`config.mk`:
```
export PLATFORM = sky130hd
export DESIGN_NAME = xbfe_out_fifo
export DESIGN_NICKNAME = d
export VERILOG_FILES = /design/src/hdl/xbfe_pkg.sv /design/src/hdl/xbfe_out_fifo.sv
export SDC_FILE = /design/constraint.sdc
export NUM_CORES = 1
export LEC_CHECK = 0
export BUFFER_PORTS_ARGS = -buffer_cell sky130_fd_sc_hd__buf_4
export CORE_ASPECT_RATIO = 0.9
export CORE_UTILIZATION = 34
export CTS_BUF_LIST = sky130_fd_sc_hd__clkbuf_4 sky130_fd_sc_hd__clkbuf_8
export CTS_CLUSTER_SIZE = 24
export DETAILED_ROUTE_END_ITERATION = 6
export PLACE_DENSITY = 0.61
export SYNTH_ARGS = -nofsm -noshare
export SYNTH_HDL_FRONTEND = slang
export SYNTH_SLANG_ARGS = --single-unit
```
`constraint.sdc`:
```
create_clock -name clk -period 22.4 [get_ports clk]
set_clock_uncertainty 0.1 [all_clocks]
set_input_delay 4.48 -clock clk [delete_from_list [all_inputs] [get_ports clk]]
set_output_delay 4.48 -clock clk [all_outputs]
set_load 0.02 [all_outputs]
```
`src/hdl/xbfe_pkg.sv`:
```
// Shared types and constants of the XOR parity block FEC encoder.
package xbfe_pkg;

    localparam int LEN_W   = 16;
    localparam int BLK_W   = 16;
    localparam int SYM_W   = 8;
    localparam int DATA_W  = 64;
    localparam int IDX_W   = 8;
    localparam int SPB_W   = 8;
    localparam int LANES   = 8;

    localparam logic [SPB_W-1:0] SPB_RESET = 8'd4;

    // Header bytes that routers rewrite; they are coded as zero.
    localparam int HOP_LIMIT_BYTE = 7;
    localparam int DST_FIRST_BYTE = 24;
    localparam int DST_LAST_BYTE  = 39;
    localparam int SEG_LEFT_BYTE  = 43;

    localparam logic MODE_DATA = 1'b0;
    localparam logic MODE_READ = 1'b1;

    localparam int RES_FIFO_DEPTH = 3;
    localparam int RES_CNT_W      = 2;

    typedef enum logic [1:0] {
        ST_CODED        = 2'd0,
        ST_REPAIR_READY = 2'd1,
        ST_TOO_BIG      = 2'd2,
        ST_READ         = 2'd3
    } status_t;

    // Command handed from the accept stage to the merge stage.
    typedef struct packed {
        logic              write_en;
        logic              hit;
        logic              has_result;
        status_t           status;
        logic [BLK_W-1:0]  block;
        logic [SYM_W-1:0]  symbol;
        logic [LEN_W-1:0]  rlen;
        logic [LEN_W-1:0]  lpar;
        logic [DATA_W-1:0] data;
    } cmd_t;

    typedef struct packed {
        status_t           status;
        logic [BLK_W-1:0]  block;
        logic [SYM_W-1:0]  symbol;
        logic [DATA_W-1:0] word;
        logic [LEN_W-1:0]  rlen;
        logic [LEN_W-1:0]  lpar;
    } result_t;

endpackage

```
`src/hdl/xbfe_out_fifo.sv`:
```
// Small result queue that decouples the output handshake from the pipeline.
module xbfe_out_fifo (
    input  logic                             clk,
    input  logic                             rst_n,
    input  logic                             push,
    input  xbfe_pkg::result_t                push_data,
    input  logic                             out_ready,
    output logic                             out_valid,
    output xbfe_pkg::result_t                head,
    output logic [xbfe_pkg::RES_CNT_W-1:0]   count
);

    import xbfe_pkg::*;

    localparam logic [RES_CNT_W-1:0] LastSlot = RES_CNT_W'(RES_FIFO_DEPTH - 1);

    result_t              entry [RES_FIFO_DEPTH];
    logic [RES_CNT_W-1:0] rd_ptr_reg, wr_ptr_reg, count_reg;
    logic                 pop;

    assign out_valid = count_reg != '0;
    assign pop       = out_valid && out_ready;
    assign head      = entry[rd_ptr_reg];
    assign count     = count_reg;

    always_ff @(posedge clk or negedge rst_n)
    begin
        if (!rst_n)
        begin
            rd_ptr_reg <= '0;
            wr_ptr_reg <= '0;
            count_reg  <= '0;
        end
        else
        begin
            if (push)
            begin
                wr_ptr_reg <= (wr_ptr_reg == LastSlot) ? '0 : wr_ptr_reg + RES_CNT_W'(1);
            end
            if (pop)
            begin
                rd_ptr_reg <= (rd_ptr_reg == LastSlot) ? '0 : rd_ptr_reg + RES_CNT_W'(1);
            end
            if (push && !pop)
            begin
                count_reg <= count_reg + RES_CNT_W'(1);
            end
            else if (pop && !push)
            begin
                count_reg <= count_reg - RES_CNT_W'(1);
            end
        end
    end

    always_ff @(posedge clk)
    begin
        if (push)
        begin
            entry[wr_ptr_reg] <= push_data;
        end
    end

`ifndef NO_ASSERTIONS
    a_no_overflow: assert property (@(posedge clk) disable iff (!rst_n)
        !(push && !pop && (count_reg == RES_CNT_W'(RES_FIFO_DEPTH))))
        else $error("result queue overflow");
    a_push_shows: assert property (@(posedge clk) disable iff (!rst_n)
        push && (count_reg == '0) |=> out_valid && (head == $past(push_data)))
        else $error("pushed result not presented");
`endif

endmodule

```
==> out/qor_table.md, run 1 <==
| Step | Parameter | Value |
| --- | --- | --- |
| critical path | Type of the worst setup path | reg -> out |
| die | Initial Util | 0.347 |
| pwr | VDD IR-drop max | 79.4 uV |
| final layout | Register Area | 0.0111 sq mm |
| clocking | Clock-pin slew reported for the worst setup and hold paths after clock tree synthesis | 0.06 ns |
| grt | Total track usage | 0.134 |
| critical path | Worst reg2reg path depth | 3 |
| die | DIE WIDTH | 214 um |
| final layout | Filler Cell Count | 3569 |
| synthesis | Synth Cell Area | 0.0138 sq mm |
| clocking | Clock latency of the later-clocked register in the worst-skew pair | 0.61 ns |
| run status | Result of the run | completed |
| critical path | Startpoint type of the worst setup path | flop |
| timing | Total count of hold-check failures in the final report | 0 |
| hold path | Class of the worst hold path | reg -> reg |
| final layout | Number of nets at the end of the flow | 1208 |
| critical path | Endpoint arrival time on the critical path | 3.69 ns |
| clocking | Count of clock tree sinks | 372 |
| final layout | Fraction of final layout cells with drive strength greater than 1 | 0.323 |
| critical path | Maximum net fanout on the critical path | 52 |
| die | Number of primary I/O pins | 251 |
| clocking | Post-CTS Hold Fix Bufs | 0 |
| final layout | Most used cells in the layout excluding fill and tap cells | sky130_fd_sc_hd__edfxtp_1, sky130_fd_sc_hd__buf_4, sky130_fd_sc_hd__nand2_1, sky130_fd_sc_hd__mux2i_1, sky130_fd_sc_hd__o21ai_0 |
| synthesis | Main area contributors after synthesis | sky130_fd_sc_hd__edfxtp_1, sky130_fd_sc_hd__mux2i_1, sky130_fd_sc_hd__nand2_1 |
| placed design | I/O Buffers | 250 |
| synthesis | Post-synthesis cell type count | 20 |
| die | Die height | 193 um |
| pwr | Net switching power of the design | 0.814 mW |
| synthesis | Number of nets produced by synthesis | 925 |
| timing | Worst slew margin relative to its limit | 0.340 |
| final layout | Combined area of the multi-input logic cells | 0.00242 sq mm |
| route | WL/cell | 16.8 um |
| clocking | Resize count post-CTS | 0 |
| pwr | Internal | 1.54 mW |
| pwr | Combinational Power Share | 0.349 |
| timing | Setup-failing EPs final | 0 |
| timing | TNS Setup | 0 ns |
| route | Router iterations before antenna repair | 4 |
| placed design | Hpwl dp | 15900 um |
| die | Area inside the core boundary | 0.0397 sq mm |
| critical path | Critical path data required time | 17.82 ns |
| timing | Worst-Margin Slew | 0.989 ns |
| hold path | Hold path cells | 1 |
| grt | First-pass GRT wire length | 42100 um |
| clocking | Cts bufs inserted | 61 |
| route | Residual DRC count | 0 |
| pwr | Clock power frac | 0.251 |
| die | Cell row count | 69 |
| synthesis | Top cell type's share of synthesized area | 0.797 |
| synthesis | Number of standard cells after synthesis | 798 |
| timing | Final critical-path required period | 8.27 ns |
| synthesis | Largest area contributor in the synthesized netlist | sky130_fd_sc_hd__edfxtp_1 |
| final layout | Leading cell type in the layout, fill and taps excluded | sky130_fd_sc_hd__edfxtp_1 |
| pwr | Leakage | 6.34 nW |
| clocking | Post-CTS setup buffer count | 0 |
| placed design | Worst-case setup slack after placement | 14.66 ns |
| route | Via count of the routed design | 7469 |
| run | Number of max-cap violations | 0 |
| final layout | Signed area change from the synthesized netlist to the final layout | 26.5% |
| final layout | Utilization after layout | 0.439 |
| grt | Initial antenna violation count | 2 |
| synthesis | Count of warnings emitted by yosys | 0 |
| die | Area of the die | 0.0414 sq mm |
| synthesis | Sequential-to-total area share from yosys stat | 0.808 |
| route | Wire length after detailed routing | 27800 um |
| route | Initial detailed-routing violation count | 256 |
| route | Routed via count divided by cell count | 4.50 |
| route | Antenna violation net count after detailed routing | 0 |
| synthesis | Mean cell area of the mapped netlist | 17.3 sq um |
| timing | Final count of pins violating max slew | 0 |
| timing | Fmax achieved | 0.121 GHz |
| clocking | CTS tree | yes |
| synthesis | Seq cells post-synth | 372 |
| pwr | Proportion of power drawn by flip-flops and latches | 0.400 |
| placed design | Routability congestion estimate | 0.700 |
| pwr | Sw Share | 0.345 |
| final layout | Top reg by flops | entry |
| grt | Pin count of the biggest net entering global routing | 103 |
| grt | Number of global-route vias before repair | 7627 |
| clocking | Root buffer cell | sky130_fd_sc_hd__clkbuf_8 |
| grt | Total congestion overflow after global routing | 0 |
| critical path | Nature of the critical path endpoint | primary output |
| clocking | Buffer depth of the longest clock path | 3 |
| final layout | Max reg flops | 366 |
| timing | RSZ-0062 raised after global routing | no |
| clocking | CTS H-tree lvls | 2 |
| pwr | Power Dens Cells | 135 mW/mm^2 |
| timing | Final worst setup slack | 14.13 ns |
| timing | Period utilization | 0.369 |
==> critical path, stage by stage (launching register included) <==
cell and delay (ns):
sky130_fd_sc_hd__dfrtp_4 0.72, sky130_fd_sc_hd__buf_4 0.84, sky130_fd_sc_hd__buf_4 0.89, sky130_fd_sc_hd__mux2i_1 0.27, sky130_fd_sc_hd__o21ai_1 0.09, sky130_fd_sc_hd__buf_4 0.20
==> through the flow <==
| step | area [sq um] | hold slack (ns) | std cells | total power, mW |
|---|---|---|---|---|
| floorplan | 13800 | 0.388 | 798 | 1.48 |
| global placement | 16200 | 0.392 | 1550 | 1.80 |
| detailed placement | 16200 | 0.392 | 1550 | 1.80 |
| CTS | 17400 | 0.404 | 1657 | 2.41 |
| global route | 17400 | 0.435 | 1657 | 2.49 |
| finish | 17400 | 0.404 | 1658 | 2.36 |
==> power groups by stage <==
stage / Clock (mW) / Combinational (mW) / Sequential [mW]
after global routing: 0.643 / 0.894 / 0.956
after floorplan: 0 / 0.516 / 0.961
after CTS: 0.615 / 0.844 / 0.946
after detailed placement: 0 / 0.842 / 0.960
after global placement: 0 / 0.840 / 0.957
final: 0.592 / 0.823 / 0.944
==> path summary, 6_finish.rpt <==
path                            slack [ns]                       from                         to
worst min-delay path                  0.40       count[1]$_DFFE_PN0P_       count[1]$_DFFE_PN0P_
worst min register to register        0.40       count[1]$_DFFE_PN0P_       count[1]$_DFFE_PN0P_
worst max-delay path                 14.13  rd_ptr_reg[0]$_DFFE_PN0P_                   head[79]
min in group asynchronous             3.56                      rst_n       count[1]$_DFFE_PN0P_
max in group asynchronous            18.51                      rst_n  rd_ptr_reg[0]$_DFFE_PN0P_
worst max register to register       20.17  wr_ptr_reg[1]$_DFFE_PN0P_    entry[2][111]$_DFFE_PP_
==> per-layer routing <==
| layer | vias to the layer above | routed length [um] | GRT usage |
|---|---|---|---|
| met2 | 224 | 13200 | 0.221 |
| met4 | 2 | 593 | 0.0538 |
| met5 | - | 13 | 0 |
| met3 | 45 | 2480 | 0.0569 |
| li1 | 3592 | - | - |
| met1 | 3606 | 11500 | 0.154 |
==> area by class of cell <==
class | instances | share of cell area
inverter | 1 | 0.000215
multi-input combinational | 384 | 0.139
sequential | 372 | 0.639
clock buffer | 79 | 0.0573
tap | 532 | 0.0382
timing repair buffer | 261 | 0.112
antenna | 1 | 0.000144
clock inverter | 28 | 0.0133
==> Yosys cell counts, drive strengths merged <==
cell type,instances
edfxtp,366
nand2,124
o21ai,124
mux2i,122
clkbuf,23
buf,18
dfrtp,6
a21o,3
nor2,2
nor3,2
xor2,2
ha,1
inv,1
nand2b,1
nor3b,1
or2,1
xnor2,1
==> cell families (layout without fill, tap and decap cells) <==
logic type,Yosys count,count (layout),share of synthesized area
DFF,372,372,0.808
and+or+nand+nor,131,131,0.0365
AOI/OAI and AO/OA,127,127,0.0467
muxes,122,122,0.0886
buffers and inverters,42,369,0.0172
xor gates and xnor gates,3,3,0.00191
adders and majority gates,1,1,0.000908
other,0,1,0
Power figures use the tool's default switching activity.
==> inputs of run 2 (changes only) <==
--- a/config.mk
+++ b/config.mk
@@ -11,7 +11,7 @@
 export CTS_BUF_LIST = sky130_fd_sc_hd__clkbuf_4 sky130_fd_sc_hd__clkbuf_8
 export CTS_CLUSTER_SIZE = 24
 export DETAILED_ROUTE_END_ITERATION = 6
-export PLACE_DENSITY = 0.61
+export PLACE_DENSITY = 0.63
 export SYNTH_ARGS = -nofsm -noshare
 export SYNTH_HDL_FRONTEND = slang
 export SYNTH_SLANG_ARGS = --single-unit
==> constraint.sdc (replaced) <==
create_clock -name clk -period 7.02 [get_ports clk]
set_clock_uncertainty 0.1 [all_clocks]
set_input_delay 1.404 -clock clk [delete_from_list [all_inputs] [get_ports clk]]
set_output_delay 1.404 -clock clk [all_outputs]
set_load 0.02 [all_outputs]
==> run 2 against run 1 <==
  * Die area unchanged
  * Sequential power increased to 3.2 times the previous value
  * Via count decreased by 0.20%
  * Sequential share of layout area increased by 0.16 points
  * Sequential cell count unchanged
  * Critical path depth decreased by 1
  * Non-clock buffer count unchanged
  * Worst hold slack improved by 0.016 ns
  * Count of clock-buffer cells in the layout increased by 2
  * Critical endpoint is now head[64]
==> out/qor_table.md, run 2 (synthesis results as in run 1) <==
| Step | Parameter | Value | vs previous |
| --- | --- | --- | --- |
| grt | Initial antenna violation count | 2 | unchanged |
| final layout | Count of placed standard cells in the final layout, fillers left out | 1656 | -0.12% |
| timing | Final count of pins violating max slew | 0 | unchanged |
| route | Routed via count divided by cell count | 4.50 | about the same |
| hold path | Class of the worst hold path | reg -> reg |  |
| critical path | Crit path from | rd_ptr_reg[1]$_DFFE_PN0P_ |  |
| final layout | Utilization after layout | 0.438 | -0.00110 |
| critical path | Beginning of the worst register-to-register path | wr_ptr_reg[0]$_DFFE_PN0P_ |  |
| grt | Total track usage | 0.133 | -0.00126 |
| clocking | Post-CTS setup buffer count | 0 | unchanged |
| final layout | Number of diodes | 0 | -1 |
| pwr | VDD IR-drop max | 273 uV | +240% |
| die | DIE WIDTH | 214 um | unchanged |
| timing | Final worst setup slack | 2.71 ns | -11.42 ns |
| die | Cell row count | 69 | unchanged |
| route | Antenna violation net count after detailed routing | 0 | unchanged |
| run status | Result of the run | completed |  |
| die | Area of the die | 0.0414 sq mm | unchanged |
| placed design | Hpwl dp | 16200 um | +1.8% |
| critical path | Crit Reg-Reg Endpoint | entry[1][46]$_DFFE_PP_ |  |
| final layout | Max reg flops | 366 | unchanged |
| die | Die height | 193 um | unchanged |
| die | Number of primary I/O pins | 251 | unchanged |
| critical path | Worst reg2reg path depth | 3 | unchanged |
| die | Area inside the core boundary | 0.0397 sq mm | unchanged |
| clocking | Root buffer cell | sky130_fd_sc_hd__clkbuf_8 |  |
| route | Initial detailed-routing violation count | 411 | +61% |
| final layout | Signed area change from the synthesized netlist to the final layout | 26.2% |  |
| timing | Final critical-path required period | 4.31 ns |  |
| final layout | Cell area after layout | 0.0174 sq mm | -0.25% |
| timing | Period utilization | 0.614 |  |
| pwr | Power Dens Cells | 428 mW/mm^2 | +220% |
| run | Number of max-cap violations | 0 | unchanged |
| timing | Setup-failing EPs final | 0 | unchanged |
| critical path | Nature of the critical path endpoint | primary output |  |
| timing | Total count of hold-check failures in the final report | 0 | unchanged |
| route | Router iterations before antenna repair | 5 | +1 |
| final layout | Combined area of the multi-input logic cells | 0.00244 sq mm | +0.52% |
| clocking | Clock latency of the later-clocked register in the worst-skew pair | 0.60 ns | about the same |
| route | Via count of the routed design | 7454 | -0.20% |
| final layout | Filler Cell Count | 3558 | -0.31% |
| critical path | Type of the worst setup path | reg -> out |  |
| critical path | Maximum net fanout on the critical path | 89 | +71% |
| clocking | CTS tree | yes |  |
| pwr | Total power after layout | 7.45 mW | +220% |
| clocking | Cts bufs inserted | 59 | -3.3% |
| placed design | Dpl cells | 1550 | unchanged |
| route | Wire length after detailed routing | 27700 um | -0.51% |
| die | Initial Util | 0.347 | unchanged |
| timing | Fmax achieved | 0.232 GHz |  |
| route | Residual DRC count | 0 | unchanged |
| clocking | Count of clock tree sinks | 372 | unchanged |
| final layout | Fraction of final layout cells with drive strength greater than 1 | 0.317 | -0.00594 |
| final layout | Top reg by flops | entry |  |
| timing | Worst-Margin Slew | 1.08 ns | +0.0862 ns |
| placed design | Routability congestion estimate | 0.713 | +1.8% |
| critical path | Endpoint arrival time on the critical path | 2.81 ns | -0.88 ns |
| grt | Number of global-route vias before repair | 7414 | -2.8% |
| final layout | Number of nets at the end of the flow | 1206 | -0.17% |
| final layout | Leading cell type in the layout, fill and taps excluded | sky130_fd_sc_hd__edfxtp_1 |  |
| clocking | CTS H-tree lvls | 2 | unchanged |
| placed design | I/O Buffers | 250 | unchanged |
| critical path | Critical path data required time | 5.52 ns | -12.30 ns |
| clocking | Post-CTS Hold Fix Bufs | 0 | unchanged |
| clocking | Clock-pin slew reported for the worst setup and hold paths after clock tree synthesis | 0.06 ns | about the same |
| timing | Worst slew margin relative to its limit | 0.283 | -0.0575 |
| timing | TNS Setup | 0 ns | unchanged |
| final layout | Most used cells in the layout excluding fill and tap cells | sky130_fd_sc_hd__edfxtp_1, sky130_fd_sc_hd__buf_4, sky130_fd_sc_hd__nand2_1, sky130_fd_sc_hd__mux2i_1, sky130_fd_sc_hd__o21ai_0 |  |
| timing | Worst hold margin | 0.419 ns | +0.0155 ns |
| grt | Total congestion overflow after global routing | 0 | unchanged |
| critical path | Worst setup path end | head[64] |  |
| critical path | Startpoint type of the worst setup path | flop |  |
| critical path | Reg2Reg Setup Slack | 4.90 ns | -15.27 ns |
| pwr | Leakage | 6.31 nW | -0.47% |
| final layout | Register Area | 0.0111 sq mm | unchanged |
| grt | First-pass GRT wire length | 41700 um | -1.0% |
| placed design | Post-placement cell area | 0.0162 sq mm | +0.15% |
| placed design | Worst-case setup slack after placement | 3.25 ns | -11.41 ns |
| timing | RSZ-0062 raised after global routing | no |  |
| clocking | Resize count post-CTS | 0 | unchanged |
| route | WL/cell | 16.7 um | -0.39% |
| grt | Pin count of the biggest net entering global routing | 124 | +20% |
| clocking | Buffer depth of the longest clock path | 3 | unchanged |
## run 2: changes by cell type in the layout (fill, tap and decap cells not counted)
cell / delta
sky130_fd_sc_hd__clkinv_2: -7
sky130_fd_sc_hd__nor3_4: +1
sky130_fd_sc_hd__buf_12: +1
sky130_fd_sc_hd__nor3b_2: -1
sky130_fd_sc_hd__clkbuf_4: +7
sky130_fd_sc_hd__diode_2: -1
sky130_fd_sc_hd__nor3b_4: +1
sky130_fd_sc_hd__clkinvlp_4: -1
sky130_fd_sc_hd__nor3_2: -1
sky130_fd_sc_hd__clkbuf_8: -5
sky130_fd_sc_hd__bufinv_16: -1
sky130_fd_sc_hd__clkinv_1: +6
sky130_fd_sc_hd__buf_4: -1
## run 2: worst max-delay path, stage by stage (launching register included)
cell                      delay, ns
sky130_fd_sc_hd__dfrtp_4       0.97
sky130_fd_sc_hd__buf_4         0.72
sky130_fd_sc_hd__nand2_1       0.13
sky130_fd_sc_hd__o21ai_0       0.13
sky130_fd_sc_hd__buf_4         0.18
## run 2: layout make-up
cell class	count	share of cell area
clock buffers	81	0.0566
repair buffers	261	0.113
multi-input cells	384	0.140
well taps	532	0.0383
flip-flops and latches	372	0.641
inverters	1	0.000216
clock inverters	25	0.0104
## run 2: worst min path at each step
| stage | from | cells after the start | endpoint | slack (ns) |
|---|---|---|---|---|
| finish | count[1]$_DFFE_PN0P_ | 1 | count[1]$_DFFE_PN0P_ | 0.42 |
| global route | rst_n | 1 | count[1]$_DFFE_PN0P_ | 0.43 |
| CTS | rst_n | 1 | count[1]$_DFFE_PN0P_ | 0.42 |
| detailed placement | count[1]$_DFFE_PN0P_ | 1 | count[1]$_DFFE_PN0P_ | 0.41 |
| global placement | count[1]$_DFFE_PN0P_ | 1 | count[1]$_DFFE_PN0P_ | 0.39 |
| floorplan | wr_ptr_reg[1]$_DFFE_PN0P_ | 1 | wr_ptr_reg[1]$_DFFE_PN0P_ | 0.42 |
## run 2: layer usage
| metal | wire length (um) | track usage | vias up |
|---|---|---|---|
| met2 | 12900 | 0.211 | 244 |
| met4 | 552 | 0.0530 | 4 |
| met1 | 11700 | 0.162 | 3563 |
| met3 | 2510 | 0.0527 | 52 |
| li1 | - | - | 3591 |
| met5 | 27 | 0 | - |
## run 2: power breakdown
part | total [mW] | internal, mW | switching [mW]
registers | 3.05 | 2.86 | 0.191
logic | 2.60 | 1.00 | 1.59
clock network | 1.81 | 1.01 | 0.797
