--- config.mk ---
export PLATFORM = sky130hd
export DESIGN_NAME = xbfe_ctrl
export DESIGN_NICKNAME = d
export VERILOG_FILES = /design/src/hdl/xbfe_pkg.sv /design/src/hdl/xbfe_ctrl.sv
export SDC_FILE = /design/constraint.sdc
export NUM_CORES = 1
export LEC_CHECK = 0
export ABC_AREA = 1
export BUFFER_PORTS_ARGS = -buffer_cell sky130_fd_sc_hd__buf_2
export CAP_MARGIN = 10
export CORE_MARGIN = 2
export CORE_UTILIZATION = 38
export CTS_BUF_LIST = sky130_fd_sc_hd__clkbuf_4 sky130_fd_sc_hd__clkbuf_8
export DETAILED_ROUTE_END_ITERATION = 12
export HOLD_SLACK_MARGIN = 0.1
export PLACE_DENSITY_LB_ADDON = 0.12
export SYNTH_ARGS = -nofsm -noshare
export SYNTH_HDL_FRONTEND = slang
export SYNTH_SLANG_ARGS = --single-unit
--- constraint.sdc ---
create_clock -name clk -period 3.7 [get_ports clk]
set_input_delay 0.185 -clock clk [delete_from_list [all_inputs] [get_ports clk]]
set_output_delay 0.185 -clock clk [all_outputs]
set_load 0.01 [all_outputs]
--- src/hdl/xbfe_pkg.sv ---
// Shared types and constants of the XOR parity block FEC encoder.
package xbfe_pkg;

    localparam int LEN_W   = 16;
    localparam int BLK_W   = 16;
    localparam int SYM_W   = 8;
    localparam int DATA_W  = 64;
    localparam int IDX_W   = 8;
    localparam int SPB_W   = 8;
    localparam int LANES   = 8;

    localparam logic [SPB_W-1:0] SPB_RESET = 8'd4;

    // Header bytes that routers rewrite; they are coded as zero.
    localparam int HOP_LIMIT_BYTE = 7;
    localparam int DST_FIRST_BYTE = 24;
    localparam int DST_LAST_BYTE  = 39;
    localparam int SEG_LEFT_BYTE  = 43;

    localparam logic MODE_DATA = 1'b0;
    localparam logic MODE_READ = 1'b1;

    localparam int RES_FIFO_DEPTH = 3;
    localparam int RES_CNT_W      = 2;

    typedef enum logic [1:0] {
        ST_CODED        = 2'd0,
        ST_REPAIR_READY = 2'd1,
        ST_TOO_BIG      = 2'd2,
        ST_READ         = 2'd3
    } status_t;

    // Command handed from the accept stage to the merge stage.
    typedef struct packed {
        logic              write_en;
        logic              hit;
        logic              has_result;
        status_t           status;
        logic [BLK_W-1:0]  block;
        logic [SYM_W-1:0]  symbol;
        logic [LEN_W-1:0]  rlen;
        logic [LEN_W-1:0]  lpar;
        logic [DATA_W-1:0] data;
    } cmd_t;

    typedef struct packed {
        status_t           status;
        logic [BLK_W-1:0]  block;
        logic [SYM_W-1:0]  symbol;
        logic [DATA_W-1:0] word;
        logic [LEN_W-1:0]  rlen;
        logic [LEN_W-1:0]  lpar;
    } result_t;

endpackage

--- src/hdl/xbfe_ctrl.sv ---
// Accept stage: packet counters, byte masking and store read issue.
module xbfe_ctrl #(
    parameter int MAX_PACKET_WORDS = 256,
    localparam int AW = $clog2(MAX_PACKET_WORDS),
    localparam int PW = $clog2(MAX_PACKET_WORDS + 1)
) (
    input  logic                           clk,
    input  logic                           rst_n,
    input  logic                           cfg_write_en,
    input  logic [xbfe_pkg::SPB_W-1:0]     cfg_write_data,
    input  logic                           accept,
    input  logic                           mode,
    input  logic [xbfe_pkg::DATA_W-1:0]    data_word,
    input  logic                           last_word,
    input  logic [xbfe_pkg::LEN_W-1:0]     pkt_len,
    input  logic [xbfe_pkg::IDX_W-1:0]     read_index,
    output logic                           rd_en,
    output logic [AW-1:0]                  rd_addr,
    output logic                           s1_valid,
    output logic [AW-1:0]                  s1_addr,
    output xbfe_pkg::cmd_t                 s1_cmd
);

    import xbfe_pkg::*;

    localparam logic [LEN_W-1:0] MaxBytes = LEN_W'(8 * MAX_PACKET_WORDS);
    localparam logic [PW-1:0]    MaxWords = PW'(MAX_PACKET_WORDS);

    logic [SPB_W-1:0] spb_reg;
    logic [PW-1:0]    pos_reg, pos_next;
    logic [PW-1:0]    fill_reg, fill_next;
    logic [BLK_W-1:0] block_reg, block_next;
    logic [SYM_W-1:0] sym_reg, sym_next;
    logic [LEN_W-1:0] max_reg, max_next;
    logic [LEN_W-1:0] xor_reg, xor_next;
    logic             s1_valid_reg;
    logic [AW-1:0]    s1_addr_reg, addr_next;
    cmd_t             s1_cmd_reg, cmd_next;

    logic [SPB_W-1:0]  spb_eff;
    logic              too_big, clear_blk, pos_in, code, written, repair_ready;
    logic [PW-1:0]     fill_eff;
    logic [LEN_W-1:0]  max_eff, xor_eff, len_max;
    logic [LEN_W-1:0]  byte_idx [LANES];
    logic [DATA_W-1:0] coded;

    assign spb_eff      = (spb_reg == '0) ? SPB_W'(1) : spb_reg;
    assign too_big      = pkt_len > MaxBytes;
    assign clear_blk    = (pos_reg == '0) && (sym_reg == '0);
    assign fill_eff     = clear_blk ? '0 : fill_reg;
    assign max_eff      = clear_blk ? '0 : max_reg;
    assign xor_eff      = clear_blk ? '0 : xor_reg;
    assign pos_in       = pos_reg < MaxWords;
    assign code         = !too_big && pos_in;
    // Store words below the fill mark hold data of the current block.
    assign written      = pos_reg < fill_eff;
    assign len_max      = (pkt_len > max_eff) ? pkt_len : max_eff;
    assign repair_ready = ({1'b0, sym_reg} + 9'd1) >= {1'b0, spb_eff};

    always_comb
    begin
        for (int lane = 0; lane < LANES; lane++)
        begin
            byte_idx[lane] = LEN_W'({pos_reg, 3'b000}) + LEN_W'(lane);
            if ((byte_idx[lane] == LEN_W'(HOP_LIMIT_BYTE)) ||
                ((byte_idx[lane] >= LEN_W'(DST_FIRST_BYTE)) &&
                 (byte_idx[lane] <= LEN_W'(DST_LAST_BYTE))) ||
                (byte_idx[lane] == LEN_W'(SEG_LEFT_BYTE)) ||
                (byte_idx[lane] >= pkt_len))
            begin
                coded[8*lane +: 8] = 8'h00;
            end
            else
            begin
                coded[8*lane +: 8] = data_word[8*lane +: 8];
            end
        end
    end

    always_comb
    begin
        pos_next   = pos_reg;
        fill_next  = fill_reg;
        block_next = block_reg;
        sym_next   = sym_reg;
        max_next   = max_reg;
        xor_next   = xor_reg;
        addr_next  = AW'(pos_reg);

        cmd_next            = '0;
        cmd_next.status     = ST_CODED;
        cmd_next.block      = block_reg;
        cmd_next.symbol     = sym_reg;
        cmd_next.rlen       = max_reg;
        cmd_next.lpar       = xor_reg;

        if (accept)
        begin
            if (mode == MODE_READ)
            begin
                addr_next           = AW'(read_index);
                cmd_next.hit        = 32'(read_index) < 32'(fill_reg);
                cmd_next.has_result = 1'b1;
                cmd_next.status     = ST_READ;
            end
            else
            begin
                max_next          = max_eff;
                xor_next          = xor_eff;
                // An oversize word still claims its entry, as zero, so the fill mark
                // never leaves a hole below it.
                fill_next         = (pos_in && !written) ? pos_reg + PW'(1) : fill_eff;
                cmd_next.write_en = pos_in;
                cmd_next.hit      = written;
                cmd_next.data     = code ? coded : '0;
                if (!last_word)
                begin
                    if (pos_in)
                    begin
                        pos_next = pos_reg + PW'(1);
                    end
                end
                else
                begin
                    pos_next            = '0;
                    cmd_next.has_result = 1'b1;
                    if (too_big)
                    begin
                        cmd_next.status = ST_TOO_BIG;
                        cmd_next.rlen   = max_eff;
                        cmd_next.lpar   = xor_eff;
                    end
                    else
                    begin
                        max_next      = len_max;
                        xor_next      = xor_eff ^ pkt_len;
                        cmd_next.rlen = len_max;
                        cmd_next.lpar = xor_eff ^ pkt_len;
                        if (repair_ready)
                        begin
                            cmd_next.status = ST_REPAIR_READY;
                            block_next      = block_reg + BLK_W'(1);
                            sym_next        = '0;
                        end
                        else
                        begin
                            cmd_next.status = ST_CODED;
                            sym_next        = sym_reg + SYM_W'(1);
                        end
                    end
                end
            end
        end
    end

    always_ff @(posedge clk or negedge rst_n)
    begin
        if (!rst_n)
        begin
            spb_reg      <= SPB_RESET;
            pos_reg      <= '0;
            fill_reg     <= '0;
            block_reg    <= '0;
            sym_reg      <= '0;
            max_reg      <= '0;
            xor_reg      <= '0;
            s1_valid_reg <= 1'b0;
        end
        else
        begin
            if (cfg_write_en)
            begin
                spb_reg <= cfg_write_data;
            end
            pos_reg      <= pos_next;
            fill_reg     <= fill_next;
            block_reg    <= block_next;
            sym_reg      <= sym_next;
            max_reg      <= max_next;
            xor_reg      <= xor_next;
            s1_valid_reg <= accept;
        end
    end

    always_ff @(posedge clk)
    begin
        if (accept)
        begin
            s1_cmd_reg  <= cmd_next;
            s1_addr_reg <= addr_next;
        end
    end

    assign rd_en    = accept;
    assign rd_addr  = addr_next;
    assign s1_valid = s1_valid_reg;
    assign s1_addr  = s1_addr_reg;
    assign s1_cmd   = s1_cmd_reg;

`ifndef NO_ASSERTIONS
    a_pos_rewinds: assert property (@(posedge clk) disable iff (!rst_n)
        accept && (mode == MODE_DATA) && last_word |=> pos_reg == '0)
        else $error("word position not rewound after last word");
    a_fill_bound: assert property (@(posedge clk) disable iff (!rst_n)
        (fill_reg <= MaxWords) && (pos_reg <= MaxWords))
        else $error("fill mark or word position beyond store depth");
`endif

endmodule

==> flow_summary.json, run 1 <==
{
  "drt_iter0_markers": 604,
  "rsz0062_at_grt": "false",
  "place_congestion": 0.8447,
  "fillCellCount": 2818,
  "regToRegSetupSlack_ns": 0.60,
  "p_leak_nw": 7.331,
  "drive_gt1_share_pct": 20.79,
  "vias": 9750,
  "firstDrtPassIters": 4,
  "die_y_microns": 176.8,
  "drv_slew": 0,
  "cts_made_buffers": 40,
  "first_global_vias": 9443,
  "timing.final.crit_share_pct": 83.86,
  "io_buffers": 244,
  "netlist_area_sq_um": 11340,
  "grt_first_pass_wirelength_mm": 49.51,
  "vdd_drop_max_mv": 0.2754,
  "insertion_delay_ns": 0.55,
  "vias_per_cell": 4.747,
  "critical_path_class": "reg2reg",
  "n_antenna_cell": 0,
  "dpl.cell_count": 1881,
  "p_sw_mw": 2.054,
  "hp-class": "in2reg",
  "worst_pin_slew_ns": 0.8798,
  "synth_most_common_cell": "nand2_1",
  "finalNonFillerCells": 2054,
  "synth_top_area_share_pct": 35.21,
  "grt_usage_pct": 19.99,
  "reg2reg_from": "pos_reg[0]",
  "async_flop_share_pct": 38.43,
  "outcome": "completed",
  "cellInternalPower_mw": 4.737,
  "die-area_sq_um": 31250,
  "htreeDepth": 2,
  "synth_edf_count": 133,
  "regToRegEndpoint": "s1_cmd[92]",
  "die-width_microns": 176.8,
  "drc_errors": 0,
  "avgSynthCellArea_sq_um": 8.917,
  "synthTopCellsByCount": "nand2_1 (406), edfxtp_1 (133), inv_1 (128)",
  "fmax_ghz": 0.3223,
  "num_io_pins": 245,
  "holdPathEnd": "max_reg[3]",
  "cts_root_buffer": "clkbuf_8",
  "yosysUniqueCellTypes": 44,
  "slew_headroom_pct": 41.35,
  "ys_seq_area_share_pct": 53.54,
  "synthFlopType": "edfxtp_1",
  "core_area_sq_um": 29480,
  "p_per_area_nw_per_um2": 459.1,
  "netlist_top_cells_area": "edfxtp_1 (35%), dfrtp_1 (18%), nand2_1 (13%)",
  "seqPwrFrac_pct": 43.8,
  "grt_max_degree": 98,
  "clk_pin_slew_ns": 0.06,
  "grt-ovfl-total": 0,
  "ys_ff_latch": 216,
  "period_needed_ns": 3.103,
  "antenna_left": 0,
  "r2r_cells": 14,
  "p_clk_share_pct": 34.5,
  "largest_reg_flops": 125,
  "maxCapViolCount": 0,
  "end_kind": "register",
  "synth_warnings": 0,
  "min_from": "pkt_len[3]",
  "routed_wl_mm": 31.62,
  "min_path_cells": 5,
  "clockBufferDepth": 3,
  "setup-violations-final": 0,
  "worst_setup_path_start_kind": "register",
  "tns_ns": 0,
  "hpwl_mm": 21.59,
  "synthToLayoutAreaGrowth_pct": 30.42,
  "cts_num_sinks": 216,
  "antenna_found_initial": 0,
  "nets": 1791,
  "initial_core_util_pct": 38.47,
  "synth_fp_nets": 1430,
  "synth_area_leader_cell": "edfxtp_1",
  "cp_max_fo": 25,
  "cts_tree": "built",
  "cts_setup_buffers": 0,
  "finalHoldViolCount": 0,
  "fin_skew_ns": 0.02391,
  "syn_inst": 1272,
  "routedWlPerCell_microns": 15.39,
  "switching_share_pct": 30.25,
  "combPwrFrac_pct": 21.7,
  "required_ns": 4.08,
  "arrival_ns": 3.48,
  "rows": 63
}
## power by group through the flow
stage	Clock, mW	Sequential [mW]	Combinational (mW)
after floorplan	0	3.04	0.855
final	2.35	2.98	1.47
after global placement	0	3.02	1.37
after detailed placement	0	3.02	1.39
after CTS	2.41	2.98	1.48
after global routing	2.53	3.00	1.69
## layer usage
layer	wire length (microns)	global-route usage [%]
met3	1755	3.501
met4	620	5.647
met5	0	0
met2	14810	33.71
met1	14430	26.43
## final cells by class
cell class	instances	area (sq um)	area share [%]
flip-flops and latches	216	6072	41.05
well taps	390	488.0	3.299
clock buffers	60	725.7	4.906
clock inverters	13	83.83	0.5667
inverters	133	501.7	3.392
repair buffers	359	2356	15.93
multi-input cells	883	4566	30.86
## metrics by stage
step | total power [mW] | hold slack (ns) | setup slack [ns] | cell area (sq um) | utilization, %
final | 6.791 | 0.1318 | 0.5970 | 14790 | 50.18
after global routing | 7.216 | 0.1310 | 0.2531 | 14790 | 50.18
after CTS | 6.870 | 0.1046 | 0.5729 | 14790 | 50.18
after global placement | 4.393 | 0.3485 | 0.7085 | 12980 | 44.04
after floorplan | 3.899 | -0.1106 | 1.054 | 11340 | -
after detailed placement | 4.404 | 0.3639 | 0.6071 | 12980 | 44.04
## logic make-up (layout without fill, tap and decap cells)
family	after synthesis	count (layout)	share of synthesized area (%)
compound gates	121	121	5.769
xor+xnor	33	33	2.548
fa+ha+maj	56	56	6.178
buf+inv	173	565	6.233
flops	216	216	53.54
simple gates	673	673	25.74
## layout by cell type, fill, tap and decap left out, types with 7 or more instances in the layout
cell,instances
nand2_1,405
buf_2,242
edfxtp_1,133
inv_1,128
nor2_1,101
dlygate4sd3_1,100
nand3_1,92
dfrtp_1,82
a21oi_1,59
ha_1,56
clkbuf_8,44
o21ai_0,40
nor3b_1,32
xor2_1,26
clkbuf_4,16
buf_4,15
clkinv_1,11
nand4_1,11
o22ai_1,8
xnor2_1,7
## how the worst max path moves through the flow
stage                  to  slack [ns]  cells after the start  startpoint
2_1_floorplan  s1_cmd[86]        1.05                     18  pos_reg[0]
3_3_place_gp   s1_cmd[80]        0.71                     19  pos_reg[0]
3_5_place_dp   s1_cmd[95]        0.61                     14  pos_reg[0]
4_1_cts        s1_cmd[92]        0.57                     14  pos_reg[0]
5_1_grt        s1_cmd[91]        0.25                     17  pos_reg[0]
6_report       s1_cmd[92]        0.60                     14  pos_reg[0]
## repair_timing
action                    in CTS  in global routing
gates resized for setup        0                  0
hold endpoints to repair     178                  0
hold buffers                 100                  0
## critical path: stages (launching register included)
cell     delay (ns)
dfrtp_1        0.48
inv_1          0.18
ha_1           0.29
nand3_2        0.09
buf_4          0.31
nand2_1        0.15
ha_1           0.32
nand2_1        0.05
nor2_1         0.12
nand2_1        0.07
nor2_1         0.17
a21oi_4        0.05
nand2_2        0.30
nand3_1        0.15
o21ai_0        0.18
No activity file was read; power rests on OpenSTA's default activity.
==> inputs of run 2 (changes only) <==
==> constraint.sdc (replaced) <==
create_clock -name clk -period 2.6 [get_ports clk]
set_input_delay 0.13 -clock clk [delete_from_list [all_inputs] [get_ports clk]]
set_output_delay 0.13 -clock clk [all_outputs]
set_load 0.01 [all_outputs]
==> run 2 against run 1 <==
The run now ends with negative setup slack left. Final cell count rose by 4.0%. Hold slack got worse by 0.0024 ns. Via count rose by 5.8%. Clock-buffer cell count decreased by 5. Design area is 12% higher. Critical endpoint is now s1_cmd[87]. Largest power group unchanged.
==> flow_summary.json, run 2 (synthesis results as in run 1) <==
{
  "die-area_sq_um": 31250,
  "end_kind": "register",
  "cts_tree": "built",
  "final.setup.worst_slack_ns": -0.1557,
  "synthToLayoutAreaGrowth_pct": 45.85,
  "fillCellCount": 2676,
  "fin_area_sq_um": 16540,
  "fmax_ghz": 0.3629,
  "cts_num_sinks": 216,
  "cp-startpoint": "sym_reg[0]",
  "vdd_drop_max_mv": 0.3975,
  "fin_skew_ns": 0.02297,
  "reg2reg_from": "sym_reg[0]",
  "hp-class": "in2reg",
  "clockBufferDepth": 3,
  "cts_made_buffers": 40,
  "cts_root_buffer": "clkbuf_8",
  "die-width_microns": 176.8,
  "grt_usage_pct": 21.10,
  "totalPowerFinal_mw": 10.91,
  "antenna_left": 0,
  "critical_path_class": "reg2reg",
  "rsz0062_at_grt": "true",
  "arrival_ns": 3.06,
  "combPwrFrac_pct": 28.1,
  "use_met1_pct": 27.38,
  "final_common_cell": "nand2_1",
  "timing.final.crit_share_pct": 106.0,
  "grt_max_degree": 67,
  "r2r_cells": 20,
  "routed_wl_mm": 34.10,
  "initial_core_util_pct": 38.47,
  "violations": "negative setup slack",
  "setup-violations-final": 40,
  "vias_per_cell": 4.827,
  "num_io_pins": 245,
  "p_leak_nw": 7.943,
  "firstDrtPassIters": 4,
  "grt_first_pass_wirelength_mm": 52.19,
  "slew_headroom_pct": 51.36,
  "met3_usage_pct": 4.296,
  "grt-ovfl-total": 0,
  "core_area_sq_um": 29480,
  "drt_iter0_markers": 646,
  "p_clk_share_pct": 32.8,
  "htreeDepth": 2,
  "maxCapViolCount": 0,
  "drive_gt1_share_pct": 32.46,
  "regToRegEndpoint": "s1_cmd[87]",
  "drc_errors": 0,
  "nets": 1874,
  "outcome": "finished with violations",
  "globalRouteMet2Util_pct": 35.37,
  "fin_hold_ws_ns": 0.1294,
  "crit_path_end": "s1_cmd[87]",
  "rows": 63,
  "required_ns": 2.90,
  "seqPwrFrac_pct": 39.1,
  "cp_max_fo": 7,
  "io_buffers": 244,
  "drv_slew": 0,
  "busiest_layer": "met2",
  "p_per_area_nw_per_um2": 659.7,
  "die_y_microns": 176.8,
  "antenna_found_initial": 0,
  "worst_pin_slew_ns": 0.7296,
  "regToRegSetupSlack_ns": -0.16,
  "insertion_delay_ns": 0.56,
  "post_dp_cell_area_sq_um": 13440,
  "finalHoldViolCount": 0,
  "largest_reg_flops": 125,
  "first_global_vias": 10070,
  "clk_pin_slew_ns": 0.06,
  "cellInternalPower_mw": 7.498,
  "routedWlPerCell_microns": 15.96,
  "period_needed_ns": 2.756,
  "worst_setup_path_start_kind": "register",
  "p_sw_mw": 3.415,
  "hpwl_mm": 22.11,
  "switching_share_pct": 31.29,
  "n_antenna_cell": 0,
  "place_congestion": 0.8424,
  "vias": 10320,
  "layout_common_cells": "nand2_1 (354), buf_2 (242), edfxtp_1 (133), inv_1 (123), dlygate4sd3_1 (104)"
}
## run 2: area by class of cell
class | instances | area [sq um] | share of cell area [%]
Inverter | 133 | 501.7 | 3.033
Clock inverter | 18 | 192.7 | 1.165
Tap cell | 390 | 488.0 | 2.950
Multi-Input combinational cell | 885 | 5465 | 33.04
Timing Repair Buffer | 440 | 3141 | 18.98
Clock buffer | 55 | 681.9 | 4.122
Sequential cell | 216 | 6072 | 36.71
## run 2: what timing repair did
item                       CTS  global route
setup buffers                6             7
resized for setup           88           125
hold buffers               104             0
hold endpoints to repair   166             0
pin swaps                   23            49
setup endpoints to repair   53            75
cloned                       4             4
## run 2: how the worst min path moves through the flow
stage                     cells after the start       start      endpoint
after floorplan                               0       rst_n  block_reg[0]
after global placement                        1       rst_n      s1_valid
after detailed placement                      1       rst_n      s1_valid
after CTS                                     6  pkt_len[5]    max_reg[5]
after global routing                          6  pkt_len[5]    max_reg[5]
final                                         6  pkt_len[5]    max_reg[5]
## run 2: critical path, stage by stage, from the launching register on
cell and delay, ns:
dfrtp_1 0.40, inv_2 0.08, ha_4 0.13, nand2_4 0.05, nor2_4 0.17, nand3_4 0.19, buf_16 0.20, buf_8 0.13
nand2_4 0.07, ha_4 0.19, nand2_2 0.07, nor2_2 0.04, nand2_1 0.07, nor2_2 0.05, a21oi_4 0.16, nand2_4 0.11
buf_12 0.16, nand2_2 0.06, nand2_1 0.04, nand2_1 0.06, nand2_1 0.06
## run 2: power by group through the flow
stage	combinational, mW	sequential, mW	clock [mW]
floorplan	1.22	4.33	0
detailed placement	2.18	4.28	0
global placement	2.15	4.28	0
global route	3.39	4.30	3.85
finish	3.06	4.26	3.58
CTS	2.57	4.24	3.68
## run 2: metrics by stage
step,utilization [%],setup TNS (ns),setup WS [ns],cells
2_1_floorplan,-,0,0.02920,1272
3_3_place_gp,45.58,-4.210,-0.1751,1940
3_5_place_dp,45.58,-5.297,-0.2156,1940
4_1_cts,53.64,-0.6229,-0.05870,2127
5_1_grt,56.11,-10.26,-0.3006,2137
6_report,56.11,-3.220,-0.1557,2137
## run 2: layer usage
| layer | vias to the layer above | wire, microns |
|---|---|---|
| li1 | 5097 | - |
| met1 | 4842 | 14890 |
| met2 | 310 | 16150 |
| met3 | 66 | 2103 |
| met4 | 0 | 951 |
| met5 | - | 0 |
==> inputs of run 3 (changes only) <==
--- a/config.mk
+++ b/config.mk
@@ -5,7 +5,7 @@
 export SDC_FILE = /design/constraint.sdc
 export NUM_CORES = 1
 export LEC_CHECK = 0
-export ABC_AREA = 1
+export ABC_AREA = 0
 export BUFFER_PORTS_ARGS = -buffer_cell sky130_fd_sc_hd__buf_2
 export CAP_MARGIN = 10
 export CORE_MARGIN = 2
==> run 3 against run 2 <==
Sequential power decreased by 8.0%. Clock skew increased by 0.0025 ns. Via count decreased by 16%. Register-to-register slack got worse by 0.34 ns. Sequential cell count unchanged. Setup slack got worse by 0.34 ns. Hold slack improved by 0.074 ns. First-iteration DRC count decreased by 23%. The run still ends with negative setup slack left. Largest cell class unchanged. Critical endpoint is now s1_cmd[95]. Global-route usage decreased by 0.17 points.
==> flow_summary.json, run 3 <==
{
  "outcome": "finished with violations",
  "violations": "negative setup slack",
  "netlist_top_cells_area": "edfxtp_1 (38%), dfrtp_1 (20%), ha_1 (6.7%)",
  "fin_hold_ws_ns": 0.2029,
  "die_y_microns": 170.1,
  "totalPowerFinal_mw": 8.809,
  "clockBufferDepth": 3,
  "hp-class": "in2async",
  "first_global_vias": 8963,
  "grt_max_degree": 61,
  "synth_most_common_cell": "edfxtp_1",
  "slew_headroom_pct": 47.22,
  "reg2reg_from": "sym_reg[5]",
  "ys_seq_area_share_pct": 57.92,
  "cp.depth": 11,
  "cp_top_family": "simple AND/OR/NAND/NOR gates",
  "core_area_sq_um": 27030,
  "syn_inst": 899,
  "finalNonFillerCells": 1721,
  "fin_area_sq_um": 15360,
  "layout_common_cells": "buf_2 (242), edfxtp_1 (133), dlygate4sd3_1 (112), nand2_1 (87), dfrtp_1 (82)",
  "rows": 60,
  "synth_warnings": 0,
  "final_common_cell": "buf_2",
  "worst_pin_slew_ns": 0.7917,
  "arrival_ns": 3.38,
  "n_antenna_cell": 0,
  "p_leak_nw": 6.945,
  "htreeDepth": 2,
  "drv_slew": 0,
  "place_congestion": 0.8191,
  "die-width_microns": 170.1,
  "cts_num_sinks": 216,
  "vdd_drop_max_mv": 0.4383,
  "synth_area_leader_cell": "edfxtp_1",
  "rsz0062_at_grt": "true",
  "grt-ovfl-total": 0,
  "async_flop_share_pct": 38.43,
  "synth_top_area_share_pct": 38.10,
  "clk_pin_slew_ns": 0.07,
  "fillCellCount": 2326,
  "regArea_sq_um": 6072,
  "required_ns": 2.88,
  "num_io_pins": 245,
  "r2r_cells": 11,
  "regToRegSetupSlack_ns": -0.50,
  "regToRegEndpoint": "s1_cmd[95]",
  "synth_fp_nets": 1057,
  "fmax_ghz": 0.3228,
  "antenna_left": 0,
  "io_buffers": 244,
  "synthTopCellsByCount": "edfxtp_1 (133), nand2_1 (104), dfrtp_1 (82)",
  "ys_ff_latch": 216,
  "drt_iter0_markers": 495,
  "cts_made_buffers": 39,
  "yosysUniqueCellTypes": 58,
  "maxCapViolCount": 0,
  "avgSynthCellArea_sq_um": 11.66,
  "drc_errors": 0,
  "routed_wl_mm": 30.71,
  "cp_max_fo": 5,
  "timing.final.crit_share_pct": 119.1,
  "insertion_delay_ns": 0.53,
  "initial_core_util_pct": 38.79,
  "drive_gt1_share_pct": 37.17,
  "finalHoldViolCount": 0,
  "nets": 1513,
  "path_buf_inv": 2,
  "synthToLayoutAreaGrowth_pct": 46.47,
  "vias_per_cell": 5.063,
  "worst_setup_path_start_kind": "register",
  "setup-violations-final": 55,
  "end_kind": "register",
  "dpl.cell_count": 1518,
  "grt_usage_pct": 20.93,
  "post_dp_cell_area_sq_um": 12590,
  "fin_skew_ns": 0.02549,
  "slowest_stage": "or3_4",
  "cp-startpoint": "sym_reg[5]",
  "crit_path_end": "s1_cmd[95]",
  "p_per_area_nw_per_um2": 573.7,
  "die-area_sq_um": 28930,
  "routedWlPerCell_microns": 17.84,
  "hpwl_mm": 20.17,
  "critical_path_class": "reg2reg",
  "antenna_found_initial": 0,
  "largest_reg_flops": 125,
  "period_needed_ns": 3.098,
  "cp_slowest_stage_delay_ns": 0.46,
  "synth_edf_count": 133,
  "path_cells": "or3_4, or3_4, clkbuf_16, nand2_2, ha_4, nand4_1, a2111o_1, nand4b_1, nand4_1, buf_4, and3_1",
  "grt_first_pass_wirelength_mm": 47.69,
  "cts_tree": "built",
  "vias": 8713,
  "netlist_area_sq_um": 10480,
  "final.setup.worst_slack_ns": -0.4978,
  "cts_root_buffer": "clkbuf_8",
  "synthFlopType": "edfxtp_1",
  "multi_input_area_sq_um": 4696,
  "firstDrtPassIters": 4
}
==> run 3: cell types whose count changed after synthesis, moves of 20 or more <==
cell / before / now
nor2_1: 101 / 42
mux2i_1: 0 / 24
a22oi_1: 0 / 23
nor3b_1: 32 / 0
and3_1: 0 / 20
nand2_1: 406 / 104
and2_1: 0 / 75
nand3_1: 92 / 37
inv_1: 128 / 36
a21oi_1: 59 / 24
==> run 3: report_power, final <==
part           total (mW)  internal [mW]  switching, mW
Combinational        1.55          0.738          0.816
Clock                3.34           1.94           1.40
Sequential           3.92           3.83         0.0872
Total                8.81           6.51           2.30
==> run 3: how the worst min path moves through the flow <==
stage / to / slack (ns) / cells after the start
after floorplan: block_reg[0] / -0.17 / 0
after global placement: spb_reg[0] / 0.24 / 1
after detailed placement: spb_reg[3] / 0.24 / 1
after CTS: pos_reg[8] / 0.21 / 2
after global routing: block_reg[5] / 0.27 / 2
final: fill_reg[4] / 0.20 / 2
==> run 3: cell families (layout without fill, tap and decap cells) <==
group | after synthesis | after routing | share of synthesized area, %
simple gates | 338 | 340 | 16.62
flops | 216 | 216 | 57.92
compound gates | 151 | 151 | 10.14
buf+inv | 76 | 555 | 2.924
fa+ha+maj | 56 | 56 | 6.683
mux | 34 | 34 | 3.366
xor+xnor | 28 | 28 | 2.339
==> run 3: metal layers <==
metal	GRT usage (%)	part of all wire (%)
met5	0	0
met4	6.355	2.6
met3	3.465	5.1
met2	35.65	49
met1	27.40	43
==> run 3: through the flow <==
step	worst slack [ns]	setup TNS (ns)	util, %
floorplan	-0.6262	-17.10	-
finish	-0.4978	-19.06	56.82
CTS	-0.4708	-15.93	55.19
global placement	-0.4629	-19.71	46.58
global route	-0.6118	-27.30	56.82
detailed placement	-0.5278	-22.72	46.58
==> run 3: area by class of cell <==
cell class / instances / area share (%)
tap: 341 / 2.778
clock buffer: 56 / 4.612
clock inverter: 10 / 0.6274
inverter: 36 / 0.9126
sequential: 216 / 39.54
multi-input combinational: 609 / 30.58
timing repair buffer: 453 / 20.95
==> run 3: repair_timing <==
action / CTS / global route
endpoints found under the setup margin: 92 / 120
gates cloned: 3 / 2
hold buffers: 112 / 0
hold endpoints to repair: 196 / 0
pin swaps: 14 / 27
gates resized for setup: 50 / 65
buffers inserted: 17 / 7
==> run 3: worst reg2reg max path, cell delays in order, from the launching register on <==
cell and delay, ns:
dfrtp_1 0.37, or3_4 0.39, or3_4 0.46, clkbuf_16 0.18
nand2_2 0.08, ha_4 0.13, nand4_1 0.13, a2111o_1 0.41
nand4b_1 0.11, nand4_1 0.20, buf_4 0.24, and3_1 0.14
